==> src/design/ecc_point_mul_add_prime_field_top_macros.svh <==
// Assertion helpers for the ECC point unit.
`ifndef ECC_POINT_MUL_ADD_PRIME_FIELD_TOP_MACROS_SVH
`define ECC_POINT_MUL_ADD_PRIME_FIELD_TOP_MACROS_SVH
`ifndef SYNTH
// same-cycle implication
`define ECPM_ASSERT_IMP(lbl, clk, rst_n, ante, cons) \
  lbl: assert property (@(posedge clk) disable iff (!rst_n) (ante) |-> (cons)) \
    else $error("assertion failed: same-cycle implication");
// next-cycle implication
`define ECPM_ASSERT_NXT(lbl, clk, rst_n, ante, cons) \
  lbl: assert property (@(posedge clk) disable iff (!rst_n) (ante) |=> (cons)) \
    else $error("assertion failed: next-cycle implication");
`else
`define ECPM_ASSERT_IMP(lbl, clk, rst_n, ante, cons)
`define ECPM_ASSERT_NXT(lbl, clk, rst_n, ante, cons)
`endif
`endif

==> src/design/ecpm_pkg.sv <==
package ecpm_pkg;

  localparam int unsigned FIELD_BITS_DEF  = 16;
  localparam int unsigned SCALAR_BITS_DEF = 16;

  localparam logic [63:0] PRIME_RST   = 64'd23;
  localparam logic [63:0] COEFF_A_RST = 64'd1;

  // config register indexes
  localparam logic CFG_PRIME   = 1'b0;
  localparam logic CFG_COEFF_A = 1'b1;

  // item operation codes
  localparam logic OP_SCALAR_MUL = 1'b0;
  localparam logic OP_POINT_ADD  = 1'b1;

  // result status codes
  localparam logic [1:0] STATUS_OK     = 2'd0;
  localparam logic [1:0] STATUS_NO_INV = 2'd1;
  localparam logic [1:0] STATUS_ZERO_N = 2'd2;

  typedef enum logic [1:0] {
    FU_RED,
    FU_MUL,
    FU_INV
  } fu_op_e;

  typedef enum logic [1:0] {
    FU_IDLE,
    FU_CHK,
    FU_DIV,
    FU_END
  } fu_state_e;

  typedef enum logic [3:0] {
    ST_IDLE,
    ST_CHECK,
    ST_RED_A,
    ST_RED_X1,
    ST_RED_Y1,
    ST_RED_X2,
    ST_RED_Y2,
    ST_ADD_INV,
    ST_ADD_M,
    ST_DBL_INV,
    ST_DBL_SQ,
    ST_DBL_3,
    ST_DBL_M,
    ST_FIN_SQ,
    ST_FIN_MY,
    ST_DONE
  } state_e;

  typedef struct packed {
    logic   start;
    fu_op_e op;
  } fu_req_t;

  typedef struct packed {
    logic done;
    logic err;
  } fu_rsp_t;

  // (a + b) mod p, a and b below p
  function automatic logic [63:0] mod_add(logic [63:0] a, logic [63:0] b,
                                          logic [63:0] p);
    logic [64:0] s;
    s = {1'b0, a} + {1'b0, b};
    if (s >= {1'b0, p}) begin
      s = s - {1'b0, p};
    end
    return s[63:0];
  endfunction

  // (a - b) mod p, a and b below p
  function automatic logic [63:0] mod_sub(logic [63:0] a, logic [63:0] b,
                                          logic [63:0] p);
    logic [63:0] r;
    if (a >= b) begin
      r = a - b;
    end else begin
      r = a + (p - b);
    end
    return r;
  endfunction

endpackage

==> src/design/ecpm_fu.sv <==
// Bit-serial field unit: reduce, multiply, and inverse by extended Euclid.
// One quotient bit per cycle; multiply runs as a divide by one.
module ecpm_fu #(
  parameter int unsigned FIELD_BITS = ecpm_pkg::FIELD_BITS_DEF
) (
  input  logic                    clk_i,
  input  logic                    rst_ni,
  input  ecpm_pkg::fu_req_t       req_i,
  input  logic [FIELD_BITS-1:0]   a_i,
  input  logic [FIELD_BITS-1:0]   b_i,
  input  logic [FIELD_BITS-1:0]   p_i,
  output ecpm_pkg::fu_rsp_t       rsp_o,
  output logic [FIELD_BITS-1:0]   res_o
);
  import ecpm_pkg::*;

  localparam int unsigned CntW = $clog2(FIELD_BITS + 1);
  localparam int unsigned FB   = FIELD_BITS;

  fu_state_e       state_q, state_d;
  fu_op_e          op_q, op_d;
  logic [CntW-1:0] cnt_q, cnt_d;
  logic [FB-1:0]   dv_q, dv_d, dvs_q, dvs_d, rem_q, rem_d, acc_q, acc_d, mc_q, mc_d;
  logic [FB-1:0]   r0_q, r0_d, r1_q, r1_d, t0_q, t0_d, t1_q, t1_d;
  logic [FB-1:0]   res_q, res_d;
  logic            done_q, done_d, err_q, err_d;
  logic [FB:0]     rem2;
  logic            qbit;
  logic [FB-1:0]   acc_dbl;

  always_ff @(posedge clk_i or negedge rst_ni) begin
    if (!rst_ni) begin
      state_q <= FU_IDLE;
      done_q  <= 1'b0;
    end else begin
      state_q <= state_d;
      done_q  <= done_d;
    end
  end

  always_ff @(posedge clk_i) begin
    op_q  <= op_d;
    cnt_q <= cnt_d;
    dv_q  <= dv_d;
    dvs_q <= dvs_d;
    rem_q <= rem_d;
    acc_q <= acc_d;
    mc_q  <= mc_d;
    r0_q  <= r0_d;
    r1_q  <= r1_d;
    t0_q  <= t0_d;
    t1_q  <= t1_d;
    res_q <= res_d;
    err_q <= err_d;
  end

  // one restoring-divide step, quotient bit folded into acc = q * mc mod p
  assign rem2    = {rem_q, dv_q[FB-1]};
  assign qbit    = rem2 >= {1'b0, dvs_q};
  assign acc_dbl = FB'(mod_add(64'(acc_q), 64'(acc_q), 64'(p_i)));

  always_comb begin
    state_d = state_q;
    op_d    = op_q;
    cnt_d   = cnt_q;
    dv_d    = dv_q;
    dvs_d   = dvs_q;
    rem_d   = rem_q;
    acc_d   = acc_q;
    mc_d    = mc_q;
    r0_d    = r0_q;
    r1_d    = r1_q;
    t0_d    = t0_q;
    t1_d    = t1_q;
    res_d   = res_q;
    err_d   = err_q;
    done_d  = 1'b0;
    case (state_q)
      FU_IDLE: begin
        if (req_i.start) begin
          op_d  = req_i.op;
          rem_d = '0;
          acc_d = '0;
          cnt_d = CntW'(FB);
          err_d = 1'b0;
          case (req_i.op)
            FU_RED: begin
              dv_d    = a_i;
              dvs_d   = p_i;
              mc_d    = '0;
              state_d = FU_DIV;
            end
            FU_MUL: begin
              dv_d    = b_i;
              dvs_d   = FB'(1);
              mc_d    = a_i;
              state_d = FU_DIV;
            end
            FU_INV: begin
              r0_d    = p_i;
              r1_d    = a_i;
              t0_d    = '0;
              t1_d    = FB'(1);
              state_d = FU_CHK;
            end
            default: state_d = FU_IDLE;
          endcase
        end
      end
      FU_CHK: begin
        if (r1_q == '0) begin
          res_d   = t0_q;
          err_d   = (r0_q != FB'(1));
          done_d  = 1'b1;
          state_d = FU_IDLE;
        end else begin
          dv_d    = r0_q;
          dvs_d   = r1_q;
          mc_d    = t1_q;
          rem_d   = '0;
          acc_d   = '0;
          cnt_d   = CntW'(FB);
          state_d = FU_DIV;
        end
      end
      FU_DIV: begin
        rem_d = qbit ? FB'(rem2 - {1'b0, dvs_q}) : FB'(rem2);
        dv_d  = dv_q << 1;
        acc_d = FB'(mod_add(64'(acc_dbl), qbit ? 64'(mc_q) : 64'(0), 64'(p_i)));
        cnt_d = cnt_q - CntW'(1);
        if (cnt_q == CntW'(1)) begin
          state_d = FU_END;
        end
      end
      FU_END: begin
        case (op_q)
          FU_RED: begin
            res_d   = rem_q;
            done_d  = 1'b1;
            state_d = FU_IDLE;
          end
          FU_MUL: begin
            res_d   = acc_q;
            done_d  = 1'b1;
            state_d = FU_IDLE;
          end
          FU_INV: begin
            r0_d    = r1_q;
            r1_d    = rem_q;
            t0_d    = t1_q;
            t1_d    = FB'(mod_sub(64'(t0_q), 64'(acc_q), 64'(p_i)));
            state_d = FU_CHK;
          end
          default: state_d = FU_IDLE;
        endcase
      end
      default: state_d = FU_IDLE;
    endcase
  end

  assign rsp_o.done = done_q;
  assign rsp_o.err  = err_q;
  assign res_o      = res_q;

endmodule

==> src/design/ecc_point_mul_add_prime_field_top.sv <==
// Channel | Direction | Handshake            | Payload
// in      | input     | in_valid_i/in_stall_o | operation, scalar, first_x/y, second_x/y
// out     | output    | out_valid_o/out_stall_i | result_x, result_y, status
// cfg     | input     | cfg_we_i               | cfg_idx_i, cfg_data_i
//
// One item at a time. Each field op is bit-serial in the shared field unit:
// reduce and multiply are each one divide pass, an inverse is one divide
// pass per Euclid step, up to ~1.5*FIELD_BITS steps.
// Point add ~ one inverse + 3 multiplies, doubling ~ one inverse + 5;
// scalar multiply ~ one doubling + (n-2) adds.
// Reset: async active low; p = 23, a = 1. Output register holds a finished
// item while the next one is taken; a new result waits if it is full and stalled.
`include "ecc_point_mul_add_prime_field_top_macros.svh"

module ecc_point_mul_add_prime_field_top #(
  parameter int unsigned FIELD_BITS  = ecpm_pkg::FIELD_BITS_DEF,
  parameter int unsigned SCALAR_BITS = ecpm_pkg::SCALAR_BITS_DEF
) (
  input  logic                   clk_i,
  input  logic                   rst_ni,
  // config
  input  logic                   cfg_we_i,
  input  logic                   cfg_idx_i,
  input  logic [FIELD_BITS-1:0]  cfg_data_i,
  // items in
  input  logic                   in_valid_i,
  output logic                   in_stall_o,
  input  logic                   in_operation_i,
  input  logic [SCALAR_BITS-1:0] in_scalar_i,
  input  logic [FIELD_BITS-1:0]  in_first_x_i,
  input  logic [FIELD_BITS-1:0]  in_first_y_i,
  input  logic [FIELD_BITS-1:0]  in_second_x_i,
  input  logic [FIELD_BITS-1:0]  in_second_y_i,
  // results out
  output logic                   out_valid_o,
  input  logic                   out_stall_i,
  output logic [FIELD_BITS-1:0]  out_result_x_o,
  output logic [FIELD_BITS-1:0]  out_result_y_o,
  output logic [1:0]             out_status_o
);
  import ecpm_pkg::*;

  localparam int unsigned FB = FIELD_BITS;
  localparam int unsigned SB = SCALAR_BITS;

  // config registers
  logic [FB-1:0] p_q, coef_q;

  // item state
  state_e        state_q, state_d;
  logic          wait_q, wait_d;
  logic          op_q, op_d;
  logic [SB-1:0] cnt_q, cnt_d;          // scalar, then adds left
  logic [1:0]    status_q, status_d;
  // G = (gx, gy); H = second point, later running result
  logic [FB-1:0] gx_q, gx_d, gy_q, gy_d, hx_q, hx_d, hy_q, hy_d;
  logic [FB-1:0] ar_q, ar_d;            // a mod p
  logic [FB-1:0] t_q, t_d, u_q, u_d, m_q, m_d;

  // output register
  logic          ovld_q, ovld_d;
  logic [FB-1:0] ox_q, ox_d, oy_q, oy_d;
  logic [1:0]    ost_q, ost_d;

  // field unit
  fu_req_t       fu_req;
  fu_rsp_t       fu_rsp;
  logic          fu_start;
  logic [FB-1:0] fu_a, fu_b, fu_res;
  logic [FB-1:0] three_mod;

  ecpm_fu #(
    .FIELD_BITS(FIELD_BITS)
  ) u_fu (
    .clk_i (clk_i),
    .rst_ni(rst_ni),
    .req_i (fu_req),
    .a_i   (fu_a),
    .b_i   (fu_b),
    .p_i   (p_q),
    .rsp_o (fu_rsp),
    .res_o (fu_res)
  );

  function automatic logic [FB-1:0] fadd(logic [FB-1:0] a, logic [FB-1:0] b,
                                         logic [FB-1:0] p);
    return FB'(mod_add(64'(a), 64'(b), 64'(p)));
  endfunction

  function automatic logic [FB-1:0] fsub(logic [FB-1:0] a, logic [FB-1:0] b,
                                         logic [FB-1:0] p);
    return FB'(mod_sub(64'(a), 64'(b), 64'(p)));
  endfunction

  always_ff @(posedge clk_i or negedge rst_ni) begin
    if (!rst_ni) begin
      p_q     <= PRIME_RST[FB-1:0];
      coef_q  <= COEFF_A_RST[FB-1:0];
      state_q <= ST_IDLE;
      wait_q  <= 1'b0;
      ovld_q  <= 1'b0;
    end else begin
      if (cfg_we_i) begin
        case (cfg_idx_i)
          CFG_PRIME:   p_q    <= cfg_data_i;
          CFG_COEFF_A: coef_q <= cfg_data_i;
          default:     p_q    <= p_q;
        endcase
      end
      state_q <= state_d;
      wait_q  <= wait_d;
      ovld_q  <= ovld_d;
    end
  end

  always_ff @(posedge clk_i) begin
    op_q     <= op_d;
    cnt_q    <= cnt_d;
    status_q <= status_d;
    gx_q     <= gx_d;
    gy_q     <= gy_d;
    hx_q     <= hx_d;
    hy_q     <= hy_d;
    ar_q     <= ar_d;
    t_q      <= t_d;
    u_q      <= u_d;
    m_q      <= m_d;
    ox_q     <= ox_d;
    oy_q     <= oy_d;
    ost_q    <= ost_d;
  end

  // 3 mod p for p >= 2
  assign three_mod = (p_q == FB'(2)) ? FB'(1) : ((p_q == FB'(3)) ? '0 : FB'(3));

  assign in_stall_o = (state_q != ST_IDLE);

  assign fu_start = !wait_q && (state_q inside {ST_RED_A, ST_RED_X1, ST_RED_Y1,
                    ST_RED_X2, ST_RED_Y2, ST_ADD_INV, ST_ADD_M, ST_DBL_INV,
                    ST_DBL_SQ, ST_DBL_3, ST_DBL_M, ST_FIN_SQ, ST_FIN_MY});

  // field unit operands per step
  always_comb begin
    fu_req.start = fu_start;
    fu_req.op    = FU_MUL;
    fu_a         = '0;
    fu_b         = '0;
    case (state_q)
      ST_RED_A:   begin fu_req.op = FU_RED; fu_a = coef_q; end
      ST_RED_X1:  begin fu_req.op = FU_RED; fu_a = gx_q;   end
      ST_RED_Y1:  begin fu_req.op = FU_RED; fu_a = gy_q;   end
      ST_RED_X2:  begin fu_req.op = FU_RED; fu_a = hx_q;   end
      ST_RED_Y2:  begin fu_req.op = FU_RED; fu_a = hy_q;   end
      ST_ADD_INV: begin fu_req.op = FU_INV; fu_a = fsub(hx_q, gx_q, p_q); end
      ST_ADD_M:   begin fu_a = fsub(hy_q, gy_q, p_q); fu_b = t_q; end
      ST_DBL_INV: begin fu_req.op = FU_INV; fu_a = fadd(gy_q, gy_q, p_q); end
      ST_DBL_SQ:  begin fu_a = gx_q; fu_b = gx_q; end
      ST_DBL_3:   begin fu_a = u_q;  fu_b = three_mod; end
      ST_DBL_M:   begin fu_a = fadd(u_q, ar_q, p_q); fu_b = t_q; end
      ST_FIN_SQ:  begin fu_a = m_q;  fu_b = m_q; end
      ST_FIN_MY:  begin fu_a = m_q;  fu_b = fsub(gx_q, t_q, p_q); end
      default:    fu_req.op = FU_MUL;
    endcase
  end

  always_comb begin
    state_d  = state_q;
    wait_d   = wait_q;
    op_d     = op_q;
    cnt_d    = cnt_q;
    status_d = status_q;
    gx_d     = gx_q;
    gy_d     = gy_q;
    hx_d     = hx_q;
    hy_d     = hy_q;
    ar_d     = ar_q;
    t_d      = t_q;
    u_d      = u_q;
    m_d      = m_q;
    ovld_d   = ovld_q && out_stall_i;
    ox_d     = ox_q;
    oy_d     = oy_q;
    ost_d    = ost_q;

    if (fu_start) begin
      wait_d = 1'b1;
    end

    case (state_q)
      ST_IDLE: begin
        if (in_valid_i) begin
          op_d    = in_operation_i;
          cnt_d   = in_scalar_i;
          gx_d    = in_first_x_i;
          gy_d    = in_first_y_i;
          hx_d    = in_second_x_i;
          hy_d    = in_second_y_i;
          state_d = ST_CHECK;
        end
      end
      ST_CHECK: begin
        status_d = STATUS_OK;
        if (op_q == OP_SCALAR_MUL && cnt_q == '0) begin
          status_d = STATUS_ZERO_N;
          state_d  = ST_DONE;
        end else if (p_q < FB'(2)) begin
          status_d = STATUS_NO_INV;
          state_d  = ST_DONE;
        end else begin
          state_d = ST_RED_A;
        end
      end
      ST_DONE: begin
        if (!ovld_q || !out_stall_i) begin
          ovld_d  = 1'b1;
          ost_d   = status_q;
          ox_d    = (status_q == STATUS_OK) ? hx_q : '0;
          oy_d    = (status_q == STATUS_OK) ? hy_q : '0;
          state_d = ST_IDLE;
        end
      end
      default: begin
        if (fu_rsp.done) begin
          wait_d = 1'b0;
          case (state_q)
            ST_RED_A: begin
              ar_d    = fu_res;
              state_d = ST_RED_X1;
            end
            ST_RED_X1: begin
              gx_d    = fu_res;
              state_d = ST_RED_Y1;
            end
            ST_RED_Y1: begin
              gy_d = fu_res;
              if (op_q == OP_POINT_ADD) begin
                state_d = ST_RED_X2;
              end else if (cnt_q == SB'(1)) begin
                // n = 1: the reduced base point itself
                hx_d    = gx_q;
                hy_d    = fu_res;
                state_d = ST_DONE;
              end else begin
                hx_d    = gx_q;     // doubling: second point is G
                cnt_d   = cnt_q - SB'(2);
                state_d = ST_DBL_INV;
              end
            end
            ST_RED_X2: begin
              hx_d    = fu_res;
              state_d = ST_RED_Y2;
            end
            ST_RED_Y2: begin
              hy_d    = fu_res;
              state_d = ST_ADD_INV;
            end
            ST_ADD_INV, ST_DBL_INV: begin
              t_d = fu_res;
              if (fu_rsp.err) begin
                status_d = STATUS_NO_INV;
                state_d  = ST_DONE;
              end else begin
                state_d = (state_q == ST_ADD_INV) ? ST_ADD_M : ST_DBL_SQ;
              end
            end
            ST_ADD_M: begin
              m_d     = fu_res;
              state_d = ST_FIN_SQ;
            end
            ST_DBL_SQ: begin
              u_d     = fu_res;
              state_d = ST_DBL_3;
            end
            ST_DBL_3: begin
              u_d     = fu_res;
              state_d = ST_DBL_M;
            end
            ST_DBL_M: begin
              m_d     = fu_res;
              state_d = ST_FIN_SQ;
            end
            ST_FIN_SQ: begin
              // x3 = m^2 - px - qx
              t_d     = fsub(fsub(fu_res, gx_q, p_q), hx_q, p_q);
              state_d = ST_FIN_MY;
            end
            ST_FIN_MY: begin
              hx_d = t_q;
              hy_d = fsub(fu_res, gy_q, p_q);
              if (op_q == OP_SCALAR_MUL && cnt_q != '0) begin
                cnt_d   = cnt_q - SB'(1);
                state_d = ST_ADD_INV;
              end else begin
                state_d = ST_DONE;
              end
            end
            default: state_d = ST_IDLE;
          endcase
        end
      end
    endcase
  end

  assign out_valid_o    = ovld_q;
  assign out_result_x_o = ox_q;
  assign out_result_y_o = oy_q;
  assign out_status_o   = ost_q;

  // field unit only answers a request the sequencer is waiting on
  `ECPM_ASSERT_IMP(a_fu_done_waited, clk_i, rst_ni, fu_rsp.done, wait_q)
  // an accepted item blocks the input until it is finished
  `ECPM_ASSERT_NXT(a_accept_stalls, clk_i, rst_ni, in_valid_i && !in_stall_o, in_stall_o)
  // any error status carries a zero point
  `ECPM_ASSERT_IMP(a_err_zero, clk_i, rst_ni, out_valid_o && out_status_o != STATUS_OK,
                   out_result_x_o == '0 && out_result_y_o == '0)

endmodule

==> config.mk <==
export PLATFORM = sky130hd
export DESIGN_NAME = ecc_point_mul_add_prime_field_top
export DESIGN_NICKNAME = d
export VERILOG_FILES = /design/src/design/ecpm_pkg.sv /design/src/design/ecpm_fu.sv /design/src/design/ecc_point_mul_add_prime_field_top.sv
export VERILOG_INCLUDE_DIRS = /design/src /design/src/design
export SDC_FILE = /design/constraint.sdc
export NUM_CORES = 2
export LEC_CHECK = 0
export ABC_AREA = 1
export BUFFER_PORTS_ARGS = -buffer_cell sky130_fd_sc_hd__buf_2
export CORE_MARGIN = 3
export CORE_UTILIZATION = 58
export CTS_CLUSTER_SIZE = 8
export DETAILED_ROUTE_END_ITERATION = 10
export GPL_TIMING_DRIVEN = 1
export MAX_ROUTING_LAYER = met4
export PLACE_DENSITY = 0.78
export SYNTH_ARGS = -nofsm -noshare
export SYNTH_HDL_FRONTEND = slang
export SYNTH_SLANG_ARGS = --single-unit
==> constraint.sdc <==
create_clock -name clk_i -period 6.1 [get_ports clk_i]
set_input_delay 1.525 -clock clk_i [delete_from_list [all_inputs] [get_ports clk_i]]
set_output_delay 1.525 -clock clk_i [all_outputs]
set_load 0.01 [all_outputs]
### Yosys cells after proc, flatten, opt, wreduce, memory -nomap -nowiden

Cells that the tools add are included.

| storage, ports and cells | value |
|---|---|
| register bits | 390 |
| output and inout bits | 36 |
| logic and storage cells | 312 |

| operators by class | value |
|---|---|
| add/subtract/negate cells | 31 |
| magnitude comparators | 13 |
| eq/ne operators | 41 |
| multiplexer cells | 121 |
| bitwise gates (word level) | 5 |
| reductions and logical operators | 67 |

Operators by type and width:

| operator | count |
|---|---|
| $mux W16 | 55 |
| $pmux W16 S2 | 18 |
| $sub A16 B16 Y16 | 17 |
| $pmux W16 S3 | 5 |
| $pmux W16 S11 | 1 |
| $add A16 B16 Y16 | 7 |
| $ge A16 B16 Y1 | 7 |
| $pmux W16 S5 | 1 |
| $add A16 B16 Y17 | 4 |
| $ge A17 B16 Y1 | 4 |
| $ge A65 B16 Y1 | 1 |
| $pmux W4 S11 | 1 |
| $eq A16 B2 Y1 const B | 2 |
| $eq A4 B4 Y1 const B | 8 |
| $logic_not A16 Y1 | 2 |
| $mux W4 | 7 |
| $reduce_and A3 Y1 | 8 |
| $reduce_and A4 Y1 | 6 |
| $mux W2 | 10 |
| $reduce_bool A2 Y1 | 10 |
| $reduce_or A2 Y1 | 9 |
| $eq A16 B1 Y1 const B | 1 |
| $eq A4 B3 Y1 const B | 4 |
| $lt A16 B2 Y1 const B | 1 |
| other kinds (38) | 89 |

### Logic depth before layout (Yosys ltp)

| logic depth | value |
|---|---|
| word-level depth | 9 |
| mapped depth | 39 |
| mapped depth without buffers | 38 |

### Modules after synthesis

A second synthesis with hierarchy kept.

| second synthesis, totals | value |
|---|---|
| cell total of the unflattened synthesis | 5364 |
| area total of the unflattened synthesis | 38928.6 µm² |

Modules (own cells, without submodules):

| module | times used | cells an instance | area an instance (µm²) | seq. area each (µm²) |
|---|---|---|---|---|
| ecc_point_mul_add_prime_field_top | 1 | 3370 | 24497.2 | 6392.4 |
| ecpm_fu | 1 | 1994 | 14431.3 | 5119.9 |

### Worst setup path after synthesis

No wires, ideal clock.

| timing | value |
|---|---|
| path type | reg2reg |
| from | reg state_q[2] |
| to | reg u_fu.r0_q[0], enable pin |
| library setup time | 0.565 ns |
| arrival | 5.563 ns |
| data required time | 5.535 ns |
| path slack | -0.028 ns |
| stages on the path, launching flop included | 8 |
| buffers on the path | 0 |
| clock period less this slack | 6.128 ns |
| path through | dfrtp_1 nor2_2 inv_2 nor2_2 nor2_1 inv_1 nor2_1 nor3_1 |

RTL lines:

| element | line | source |
|---|---|---|
| from (decl) | ecc_point_mul_add_prime_field_top.sv:50 | `state_e state_q, state_d;` |
| from (signal assigned) | ecc_point_mul_add_prime_field_top.sv:110 | `state_q <= state_d;` |
| to (signal assigned) | ecpm_fu.sv:49 | `r0_q <= r0_d;` |
| to (decl) | ecpm_fu.sv:24 | `logic [FB-1:0] r0_q, r0_d, r1_q, r1_d, t0_q, t0_d, t1_q, t1_d;` |

### Final worst setup path

| timing | value |
|---|---|
| from | reg p_q[2] |
| to | reg u_fu.acc_q[3], data pin |

| between the ends | value |
|---|---|
| word-level cells in the longest chain between the ends | 6 |

Ends and longest elaborated chain:

| element | line | source |
|---|---|---|
| from (decl) | ecc_point_mul_add_prime_field_top.sv:47 | `logic [FB-1:0] p_q, coef_q;` |
| from (signal assigned) | ecc_point_mul_add_prime_field_top.sv:97 | `p_q <= PRIME_RST[FB-1:0];` |
| from (signal assigned) | ecc_point_mul_add_prime_field_top.sv:105 | `CFG_PRIME: p_q <= cfg_data_i;` |
| from (signal assigned) | ecc_point_mul_add_prime_field_top.sv:107 | `default: p_q <= p_q;` |
| $sub A16 B16 Y16 / $ge A17 B16 Y1 (equally long branches) | ecpm_pkg.sv:70, ecpm_pkg.sv:69 |  |
| $mux W16 | ecpm_pkg.sv:69 | `if (s >= {1'b0, p}) begin` |
| $add A16 B16 Y17 | ecpm_pkg.sv:68 | `s = {1'b0, a} + {1'b0, b};` |
| $ge A65 B16 Y1 / $sub A16 B16 Y16 (equally long branches) | ecpm_pkg.sv:69, ecpm_pkg.sv:70 |  |
| $mux W16 (*) | ecpm_pkg.sv:69 |  |
| $pmux W16 S3 (*) | ecpm_fu.sv:78 | `case (state_q)` |
| to (signal assigned) | ecpm_fu.sv:47 | `acc_q <= acc_d;` |
| to (decl) | ecpm_fu.sv:23 | `logic [FB-1:0] dv_q, dv_d, dvs_q, dvs_d, rem_q, rem_d, acc_q, acc_d, mc_q, mc_d;` |

Every way passes the cells marked *; elsewhere a longest branch is shown, timed or not.
A chain may end at the register's enable or synchronous reset.

==> results summary <==
The die covers 67800 sq um. The instance count of the mapped netlist came out at 5006. The final number of hold-violating endpoints came out at 0. The internal portion of total power is 5.66 mW.

The final-layout worst hold slack is 487 ps. The average via count per standard cell came out at 6.46. The proportion of netlist area held by the largest area contributor is 27.9%.

The via count of the first global-routing pass came out at 36000. Of the total synthesized cell area, the portion taken by XOR and XNOR cells is 5.95%. The first global-routing pass estimated 236000 um of wire. The number of detailed-routing iterations run before antenna repair is 11. The adder and majority gate portion of the synthesized area came out at 15.8%. The worst-case IR drop observed on VDD is 0.000277 V.

The synthesized-area fraction occupied by ao, oa, aoi and oai cells came out at 17.2%. The switching share of total power is 36.4%. Counting stages on the worst path, the most repeated cell is nand2_1. The final critical path time including I/O delays and setup came out at 5890 ps. The number of buffer and inverter stages on the critical path is 3. STA puts the critical path data required time at 6480 ps.

The number of nets with antenna violations after routing is 0. The most common cell after layout, fill and taps aside is nand2_1. The upper clock frequency limit came out at 0.170 GHz. The synthesized netlist occupies a cell area of 37500 sq um. The share of synthesized area occupied by flip-flops and latches came out at 30.7%.

CTS saw 390 sinks. The part of the total power dissipated in combinational logic is 32.5%. Leaving out fill and tap cells, the most frequent cells in the layout are nand2_1 (1158), inv_1 (641), a21oi_1 (434). The power density of the placed cells is 215 nW/um^2. The number of different library cells used by synthesis comes to 67.

The final worst clock skew is 50.4 ps. The number of I/O pins is 139. The final count of pins violating max slew is 0. Counting along the longest clock path gives a buffer depth of 3.

The starting DRC count in detailed routing came out at 6271. The data arrival time at the worst-slack endpoint came out at 6280 ps. The total track usage came out at 49.5%. The final layout contains 5737 nets. The synthesis warning total came out at 0. STA classifies the critical path startpoint as a flop.

Setup repair after global routing could not meet its margin everywhere. By startpoint and endpoint, the worst setup path is classified as reg -> reg. The number of clock buffers inserted by TritonCTS is 56. The transition time at the pin with the least slew margin is 1230 ps. The number of antenna violations at the first check in global routing came out at 11. The count of flip-flops with a built-in enable after synthesis is 349.

The worst hold path belongs to the class reg -> reg. The cell sitting at the root of the clock tree is a clkbuf_16. The share of the cycle needed by the critical path after routing is 96.6%. The total leakage power came out at 19.9 nW. The switching power total is 3.24 mW. The combinational family with the most area after synthesis is simple AND/OR/NAND/NOR gates. The share of cell area taken by muxes after synthesis came out at 0.0800%.

The H-tree generated during clock tree synthesis spans 2 levels. The proportion of layout cells with a drive suffix above 1 came out at 7.99%. The clock slew seen by the registers of the worst setup and hold paths is 60 ps. Global routing finished with a remaining overflow of 0. The mean instance size in the synthesized netlist is 7.50 sq um. The cell at the slowest stage of the critical path is dfstp_4. The area growth from synthesis to layout came out at 10.4%. The largest fanout on the critical path is 10.

The initial utilization of the core area, before any placement, comes to 59.1%. The total number of placement rows is 92. Summed over all layers, the routed wires come to 168000 um.

The basic-gate share of the synthesized area counting and, or, nand and nor cells came out at 22.2%. The worst slack at placement is -61.6 ps. The average wire per standard cell came out at 27.5 um. The worst setup path is captured at a flop. After synthesis, the cell types taking the most area are edfxtp_1 (28%), ha_1 (12%), nand2_1 (12%). The final estimated routing congestion in global placement is 1.12. Synthesis inferred 390 register bits. The TritonCTS clock tree is yes.

The run finished, with violations left. In this run, flip-flops and latches consume 33.0% of the power. The core area is 63500 sq um. The die is 260 um wide. The DRC violations left came out at 12. The relative max-transition margin is 17.7%. The fraction of registers with async set/reset is 10.5%. Summed over all instances, the cell type with the most area after synthesis is edfxtp_1.

The later pin in the worst-skew pair is clocked with a latency of 670 ps. The family with the most delay on the worst path is simple AND/OR/NAND/NOR gates. The half-perimeter wire length of the detailed placement result came out at 130000 um.

The number of setup violations in the final report is 0. The final reports fail on design-rule violations. The max capacitance violation total is 0.

The count of input and output buffers came out at 138. The maximum cell stage delay along the critical path came out at 720 ps. Entering global routing, the biggest net connects 72 pins. In the synthesized netlist the dominant register cell turns out to be edfxtp_1. The clock network power share came out at 34.5%. The final route contains 39400 vias.

The die is 260 um tall. The number of nets produced by synthesis came out at 5543. Once routing completed, OpenROAD measured the worst setup slack at 206 ps.
worst register-to-register path, delay by kind of cell, from the launching register on:
kind	cells	cell delay, ps
xor+xnor	1	160
simple gates	20	2000
flops	1	720
fa+ha+maj	4	1310
compound gates	6	1110
buf+inv	3	290
cells by family (layout without fill, tap and decap cells):
group           after synthesis  in the layout
mux                           3              3
buf+inv                     778           1011
compound gates             1136           1136
flops                       390            390
fa+ha+maj                   434            434
simple gates               2010           2012
xor+xnor                    255            255
other cells                   0             14
cells in the mapped netlist (18+ instances only):
cell type,n
a21o_1,42
a21oi_1,436
a221oi_1,24
a22oi_1,22
a31oi_1,39
buf_2,24
clkbuf_1,66
dfrtp_1,36
edfxtp_1,349
fa_1,65
ha_1,369
inv_1,644
inv_2,18
nand2_1,1162
nand3_1,277
nand4_1,42
nor2_1,390
nor3_1,50
nor4_1,21
o211ai_1,35
o21ai_0,387
o21ai_1,20
o21bai_1,22
o22ai_1,19
or2_2,20
xnor2_1,109
xor2_1,146
area by class of cell:
class / instances / area, sq um
clock inverters: 5 / 101
inverters: 667 / 2510
flip-flops and latches: 390 / 11500
well taps: 846 / 1060
fillers: 5685 / 22100
repair buffers: 245 / 1510
diodes: 14 / 35.0
clock buffers: 94 / 1560
multi-input cells: 3840 / 23100
per-layer routing:
metal	GRT usage, %	up-vias	routed length (um)
li1	-	17500	-
met5	-	-	0
met3	16.8	667	26500
met1	61.9	18200	60500
met4	28.8	0	12900
met2	69.6	3095	67700
path summary, 6_finish.rpt:
kind,slack [ps],end,from,cells past startpoint
min reg2reg,490,coef_q[6]$_DFFE_PN0P_,coef_q[6]$_DFFE_PN0P_,2
max,210,u_fu.acc_q[3]$_SDFFCE_PN0P_,p_q[2]$_DFFE_PN1P_,34
min,490,coef_q[6]$_DFFE_PN0P_,coef_q[6]$_DFFE_PN0P_,2
max in group asynchronous,4560,p_q[5]$_DFFE_PN0P_,rst_ni,2
min in group asynchronous,990,u_fu.state_q[1]$_DFFE_PN0P_,rst_ni,2
max reg2reg,210,u_fu.acc_q[3]$_SDFFCE_PN0P_,p_q[2]$_DFFE_PN1P_,34
repair_timing:
item                       in CTS  in global routing
gates resized for setup         2                 27
gates cloned                    0                  2
hold buffers                    0                  0
setup buffers                   0                  5
setup endpoints to repair      15                 32
pin swaps                       0                  7
power groups by stage:
stage | logic, mW | clock network [mW] | registers (mW)
after floorplan | 1.96 | 0 | 2.99
final | 2.90 | 3.07 | 2.93
after CTS | 2.72 | 3.03 | 2.93
after detailed placement | 2.69 | 0 | 2.98
after global placement | 2.67 | 0 | 2.98
after global routing | 3.12 | 3.13 | 2.94
metrics by stage:
step	util (%)	cells	area, sq um	setup TNS [ps]	total power, mW
finish	65.2	6101	41400	0	8.90
detailed placement	62.3	5981	39600	-548	5.68
floorplan	-	5006	37500	0	4.95
global route	65.2	6094	41400	-442	9.19
global placement	62.3	5981	39600	0	5.66
CTS	64.9	6080	41300	0	8.69
Power figures use the tool's default switching activity.
